### src/design/spp_pkg.sv
// spp_pkg: shared widths, codes and types for the segment plane partition block
// no dependencies; used by spp_front, spp_queue, spp_back and segment_plane_partition
`timescale 1ns / 1ps

package spp_pkg;

   // field widths
   localparam int COORD_BITS   = 16;
   localparam int MAX_SEGMENTS = 1024;
   localparam int TAG_BITS     = 8;
   localparam int COEFF_BITS   = 2;
   localparam int OFFSET_BITS  = 17;
   localparam int CSR_IDX_BITS = 2;
   localparam int CSR_DATA_BITS = OFFSET_BITS;

   localparam int COST_SPLIT_WEIGHT = 8;

   // derived arithmetic widths
   localparam int CW   = COORD_BITS;
   localparam int VW   = CW + 3;                 // line value at an endpoint
   localparam int DW   = CW + 1;                 // endpoint difference
   localparam int DDW  = DW + 3;                 // cramer divisor
   localparam int PW   = DW + CW;                // difference times coordinate
   localparam int CPW  = OFFSET_BITS + DW;       // offset times difference
   localparam int C2W  = PW + 2;                 // segment line constant
   localparam int NW   = C2W + 3;                // cramer numerator
   localparam int DQW  = CW + 1;                 // quotient magnitude bits
   localparam int DCW  = $clog2(DQW);            // divider step counter
   localparam int CNTW = $clog2(MAX_SEGMENTS + 1);
   localparam int SQW  = 2 * CNTW;
   localparam int COSTW = 21;

   // stream widths
   localparam int REQ_DW  = 4 * CW + TAG_BITS;
   localparam int RSP_RAW = 4 * CW + TAG_BITS + 2 * CNTW + COSTW;
   localparam int RSP_DW  = ((RSP_RAW + 7) / 8) * 8;
   localparam int RSP_PAD = RSP_DW - RSP_RAW;
   localparam int RSP_UW  = 2;

   // queue between front and back
   localparam int QDEPTH = 2;
   localparam int QPW    = $clog2(QDEPTH);
   localparam int QCW    = $clog2(QDEPTH + 1);

   // register indexes
   localparam logic [CSR_IDX_BITS-1:0] CSR_X_COEFF = 2'd0;
   localparam logic [CSR_IDX_BITS-1:0] CSR_Y_COEFF = 2'd1;
   localparam logic [CSR_IDX_BITS-1:0] CSR_OFFSET  = 2'd2;

   typedef logic [1:0] kind_type;
   localparam kind_type KIND_LEFT  = 2'd0;
   localparam kind_type KIND_RIGHT = 2'd1;
   localparam kind_type KIND_SPLIT = 2'd2;

   typedef struct packed {
      logic signed [COEFF_BITS-1:0]  x_coeff;
      logic signed [COEFF_BITS-1:0]  y_coeff;
      logic signed [OFFSET_BITS-1:0] offset;
   } cfg_type;

   typedef struct packed {
      logic signed [CW-1:0] sx;
      logic signed [CW-1:0] sy;
      logic signed [CW-1:0] ex;
      logic signed [CW-1:0] ey;
      logic [TAG_BITS-1:0]  tag;
      logic                 last;
      kind_type             kind;
      logic                 start_neg;
   } entry_type;

endpackage

### src/design/spp_queue.sv
// spp_queue: short flop queue of classified segments between front and back
// depends on spp_pkg
`timescale 1ns / 1ps

module spp_queue (
   input  logic               clock,
   input  logic               reset,
   input  logic               push,
   input  spp_pkg::entry_type push_entry,
   output logic               full,
   output logic               valid,
   output spp_pkg::entry_type head,
   input  logic               pop
);

   spp_pkg::entry_type slot_ff [spp_pkg::QDEPTH];

   logic [spp_pkg::QPW-1:0] wptr_ff, wptr_in, rptr_ff, rptr_in;
   logic [spp_pkg::QCW-1:0] count_ff, count_in;
   logic do_pop;

   assign full   = (count_ff == spp_pkg::QCW'(spp_pkg::QDEPTH));
   assign valid  = (count_ff != '0);
   assign head   = slot_ff[rptr_ff];
   assign do_pop = pop && valid;

   always_comb begin
      wptr_in  = wptr_ff;
      rptr_in  = rptr_ff;
      count_in = count_ff;
      if (push) begin
         wptr_in = (wptr_ff == spp_pkg::QPW'(spp_pkg::QDEPTH - 1)) ? '0 : wptr_ff + 1'b1;
      end
      if (do_pop) begin
         rptr_in = (rptr_ff == spp_pkg::QPW'(spp_pkg::QDEPTH - 1)) ? '0 : rptr_ff + 1'b1;
      end
      if (push && !do_pop) begin
         count_in = count_ff + 1'b1;
      end else if (do_pop && !push) begin
         count_in = count_ff - 1'b1;
      end
   end

   always_ff @(posedge clock) begin
      if (reset) begin
         wptr_ff  <= '0;
         rptr_ff  <= '0;
         count_ff <= '0;
      end else begin
         wptr_ff  <= wptr_in;
         rptr_ff  <= rptr_in;
         count_ff <= count_in;
      end
   end

   always_ff @(posedge clock) begin
      if (push) begin
         slot_ff[wptr_ff] <= push_entry;
      end
   end

endmodule

### config.mk
export PLATFORM = sky130hd
export DESIGN_NAME = spp_queue
export DESIGN_NICKNAME = d
export VERILOG_FILES = /design/src/design/spp_pkg.sv /design/src/design/spp_queue.sv
export SDC_FILE = /design/constraint.sdc
export NUM_CORES = 1
export LEC_CHECK = 0
export ABC_AREA = 1
export BUFFER_PORTS_ARGS = -buffer_cell sky130_fd_sc_hd__buf_4
export CAP_MARGIN = 20
export CELL_PAD_IN_SITES_DETAIL_PLACEMENT = 0
export CELL_PAD_IN_SITES_GLOBAL_PLACEMENT = 2
export CORE_UTILIZATION = 35
export CTS_CLUSTER_SIZE = 20
export DETAILED_ROUTE_END_ITERATION = 8
export PLACE_DENSITY = 0.83
export SKIP_CTS_REPAIR_TIMING = 1
export SYNTH_ARGS = -nofsm -noshare
export SYNTH_HDL_FRONTEND = slang
export SYNTH_SLANG_ARGS = --single-unit
### constraint.sdc
create_clock -name clock -period 5.3 [get_ports clock]
set_clock_uncertainty 0.1 [all_clocks]
set_input_delay 0 -clock clock [delete_from_list [all_inputs] [get_ports clock]]
set_output_delay 0 -clock clock [all_outputs]
set_load 0.02 [all_outputs]
==> metrics.md <==
| Metric | Value |
|---|---|
| Cell breakdown of the critical path | `buf_4 -> mux2_2 -> buf_4` |
| Longest Clk Path Bufs | `2` |
| Port bufs | `157` |
| Number of clock buffers inserted by TritonCTS | `17` |
| RSZ-0062 raised after global routing | `false` |
| Area of all sequential standard cells | `4670 sq um` |
| First DRT Iteration DRCs | `roughly 160` |
| Clock Latency Late Sink | `0.41 ns` |
| Antenna cells | `0` |
| Worst hold endpoint | `slot_ff[0][47]$_DFFE_PP_` |
| Final standard cell utilization of the core | `53.9%` |
| Number of search-and-repair iterations in the first detailed-routing pass | `4` |
| Die area | `17,300 sq um` |
| Total Nets Final | `603` |
| CTS tree | `yes` |
| Max capacitance violation total | `0` |
| Share of synthesized area occupied by flip-flops and latches | `79.5%` |
| Avg Inst Size Synth | `21.7 sq um` |
| Worst-case setup margin in the final layout | `2.75 ns` |
| Worst R2R Setup Slack | `3.28 ns` |
| Congestion Overflow GR | `0` |
| Worst R2R Start | `wptr_ff$_SDFFE_PP0P_` |
| PwrDens | `373 nW/um^2` |
| Pre-CTS WS | `between 3 and 4 ns` |
| Synthesized flop and latch total | `157` |
| Area delta synth->final | `48.1%` |
| H-tree depth reported by CTS | `4` |
| Synthesis Warnings | `0` |
| Terminus of the critical flop-to-flop path | `slot_ff[1][17]$_DFFE_PP_` |
| Worst Setup Start Kind | `register` |
| Drt wl/cell | `15.1 microns` |
| Die span in x | `131 microns` |
| Clock-pin slew of the registers on the worst-case setup and hold paths | `roughly 0.060 ns` |
| Number of instances in the synthesized netlist | `271` |
| Count of different cell masters after synthesis | `16` |
| Data arrival time of the critical path | `2.45 ns` |
| Least-Margin Pin Slew | `0.880 ns` |
| Critical Path Most Common Cell | `sky130_fd_sc_hd__buf_4` |
| Final min period | `roughly 2.6 ns` |
| Top-level port count | `158` |
| Via count of the first global-routing pass | `about 3,100` |
| Layout cell share with drive strength beyond 1 | `50.1%` |
| Status | `completed` |
| Half-perimeter wire length after detailed placement | `6990 microns` |
| Std-Cell Rows | `46` |
| Clk Tree Root Cell | `sky130_fd_sc_hd__clkbuf_16` |
| All-layer global routing usage | `12.8%` |
| Die outline height | `131 microns` |
| Combined buffer and inverter count along the critical path | `2` |
| Effective utilization at floorplan | `36.4%` |
| Start point of the worst hold path | `push_entry[47]` |
| Number of cells traversed by the worst hold path | `2` |
| Worst setup EP type | `primary output` |
| Hold crit path type | `input port to register` |
| Largest fanout on the critical path | `43` |
| Aggregate negative setup slack | `0 ns` |
| Final count of negative-setup-slack endpoints | `0` |
| Total core area | `16,100 sq um` |
| Peak ir drop on the vdd network | `0.203 mV` |
| Via total after detailed routing | `3,294` |
| Required time of the critical path | `5.20 ns` |
| Initial antenna violation count | `0` |
| Static leakage power | `3.38 nW` |
| Total DRC errors in the routed layout | `0` |
| Number of max-slew violations in the final report | `0` |
| Last weighted congestion value of the routability-driven placer | `0.699` |
| Routed Antenna Nets | `0` |
| Final count of hold timing violations | `0` |
| Max Clk Rate | `around 0.39 GHz` |
| Final period util | `between 40% and 50%` |
| Post-Synthesis Net Count | `approximately 350` |
| Worst Reg2Reg Path Length in Cells | `3` |
| Worst slew slack as a fraction of its limit | `41.4%` |
| Total standard cell area after synthesis | `5870 sq um` |
| CTS Sinks | `157` |
| Average via count per standard cell | `roughly 4.4` |
| Maximum number of pins on one net before global-route repair | `64` |
| Worst path max stage delay | `0.80 ns` |
| Cell family with most CP delay | `flip-flops` |
| Area of the multi-input gates | `~1100 sq um` |
| Standard cell with the maximum stage delay on the critical path | `sky130_fd_sc_hd__dfxtp_4` |
| Wire length of the first global-routing pass | `16,600 microns` |
| Total detailed-routing wirelength | `about 11,000 microns` |
| Total of fill cells in the finished design | `between 1,000 and 1,500` |
| Crit Path Category | `register to primary output` |
area by class of cell:
cell class                      count  share of cell area [%]
Sequential cell                   157                    53.7
Multi-Input combinational cell     98                    12.8
Inverter                            8                   0.360
Tap cell                          216                    3.11
Timing Repair Buffer              240                    23.0
Clock inverter                     14                    2.02
Clock buffer                       18                    4.94
synth_stat cells (all sizes together):
cell type    n  share of area, %
nand2        8              0.51
nor3         1             0.085
nand3        2              0.17
ha           1              0.21
o21ai        1             0.085
a21oi        2              0.17
dfxtp        5               1.7
buf          8               1.2
nor2         6              0.38
mux2        76                17
inv          8              0.51
nand4        1              0.11
edfxtp     152                78
worst register-to-register path: cells and delay by family (launching register included):
| kind | cells | cell delay [ns] |
|---|---|---|
| AND/OR/NAND/NOR | 1 | 0.09 |
| buffers and inverters | 2 | 1.05 |
| flip-flops | 1 | 0.39 |
layout by cell type (no fill, tap or decap):
cell	n
sky130_fd_sc_hd__buf_4	160
sky130_fd_sc_hd__o21ai_0	1
sky130_fd_sc_hd__nand4_1	1
sky130_fd_sc_hd__clkinv_1	2
sky130_fd_sc_hd__edfxtp_1	152
sky130_fd_sc_hd__nor3_1	1
sky130_fd_sc_hd__clkbuf_1	1
sky130_fd_sc_hd__nand2_1	8
sky130_fd_sc_hd__ha_1	1
sky130_fd_sc_hd__mux2_4	40
sky130_fd_sc_hd__a21oi_1	2
sky130_fd_sc_hd__dlygate4sd3_1	80
sky130_fd_sc_hd__mux2_2	36
sky130_fd_sc_hd__inv_1	7
sky130_fd_sc_hd__clkbuf_16	17
sky130_fd_sc_hd__nor2_1	5
sky130_fd_sc_hd__clkinv_2	6
sky130_fd_sc_hd__nor2_4	1
sky130_fd_sc_hd__dfxtp_4	1
sky130_fd_sc_hd__nand3_1	2
sky130_fd_sc_hd__dfxtp_1	4
sky130_fd_sc_hd__clkinvlp_4	3
sky130_fd_sc_hd__bufinv_16	4
registers in the layout, indices dropped and copies added, names as in the netlist, named ones only:
name,cells
slot_ff,152
count_ff,2
wptr_ff,1
rptr_ff,1
per-layer routing:
layer	routed length (microns)	part of all wire, %	GRT usage (%)	vias up
li1	-	-	-	1554
met4	188	1.7	6.14	0
met2	5640	50	20.9	114
met5	0	0	0	-
met3	688	6.1	5.21	16
met1	4820	42	14.5	1610
worst max path at each step:
stage | start | slack, ns | end | cells past startpoint
after global placement | register | 3.17 | head[58] | 3
after detailed placement | register | 3.12 | head[11] | 3
after floorplan | wptr_ff$_SDFFE_PP0P_ | 1.20 | slot_ff[0][0]$_DFFE_PP_ | 1
after global routing | register | 2.61 | head[62] | 3
after CTS | register | 2.66 | head[11] | 3
final | register | 2.75 | head[7] | 3
through the flow:
stage | power (W) | instance area, sq um | instances | hold WS (ns)
2_1_floorplan | 0.00179 | 5870 | 271 | -0.0207
3_3_place_gp | 0.00199 | 7290 | 639 | 0.0795
3_5_place_dp | 0.00200 | 7290 | 639 | 0.0861
4_1_cts | 0.00324 | 7890 | 671 | -0.361
5_1_grt | 0.00336 | 8690 | 751 | 0.201
6_report | 0.00324 | 8690 | 751 | 0.213
power breakdown:
group	total, W	switching, W	internal [W]
sequential	0.00148	0.0000406	0.00144
combinational	0.000531	0.000246	0.000285
clock	0.00123	0.000452	0.000779
total	0.00324	0.000738	0.00250
logic make-up (layout without fill, tap and decap cells):
group | count (synthesis) | count (layout) | share of synthesized area (%)
AO/OA/AOI/OAI | 3 | 3 | 0.256
adder cells (fa/ha/maj) | 1 | 1 | 0.213
AND/OR/NAND/NOR | 18 | 18 | 1.26
flip-flops | 157 | 157 | 79.5
buffers and inverters | 16 | 280 | 1.66
multiplexers | 76 | 76 | 17.1
(Power assumes the default switching activity.)
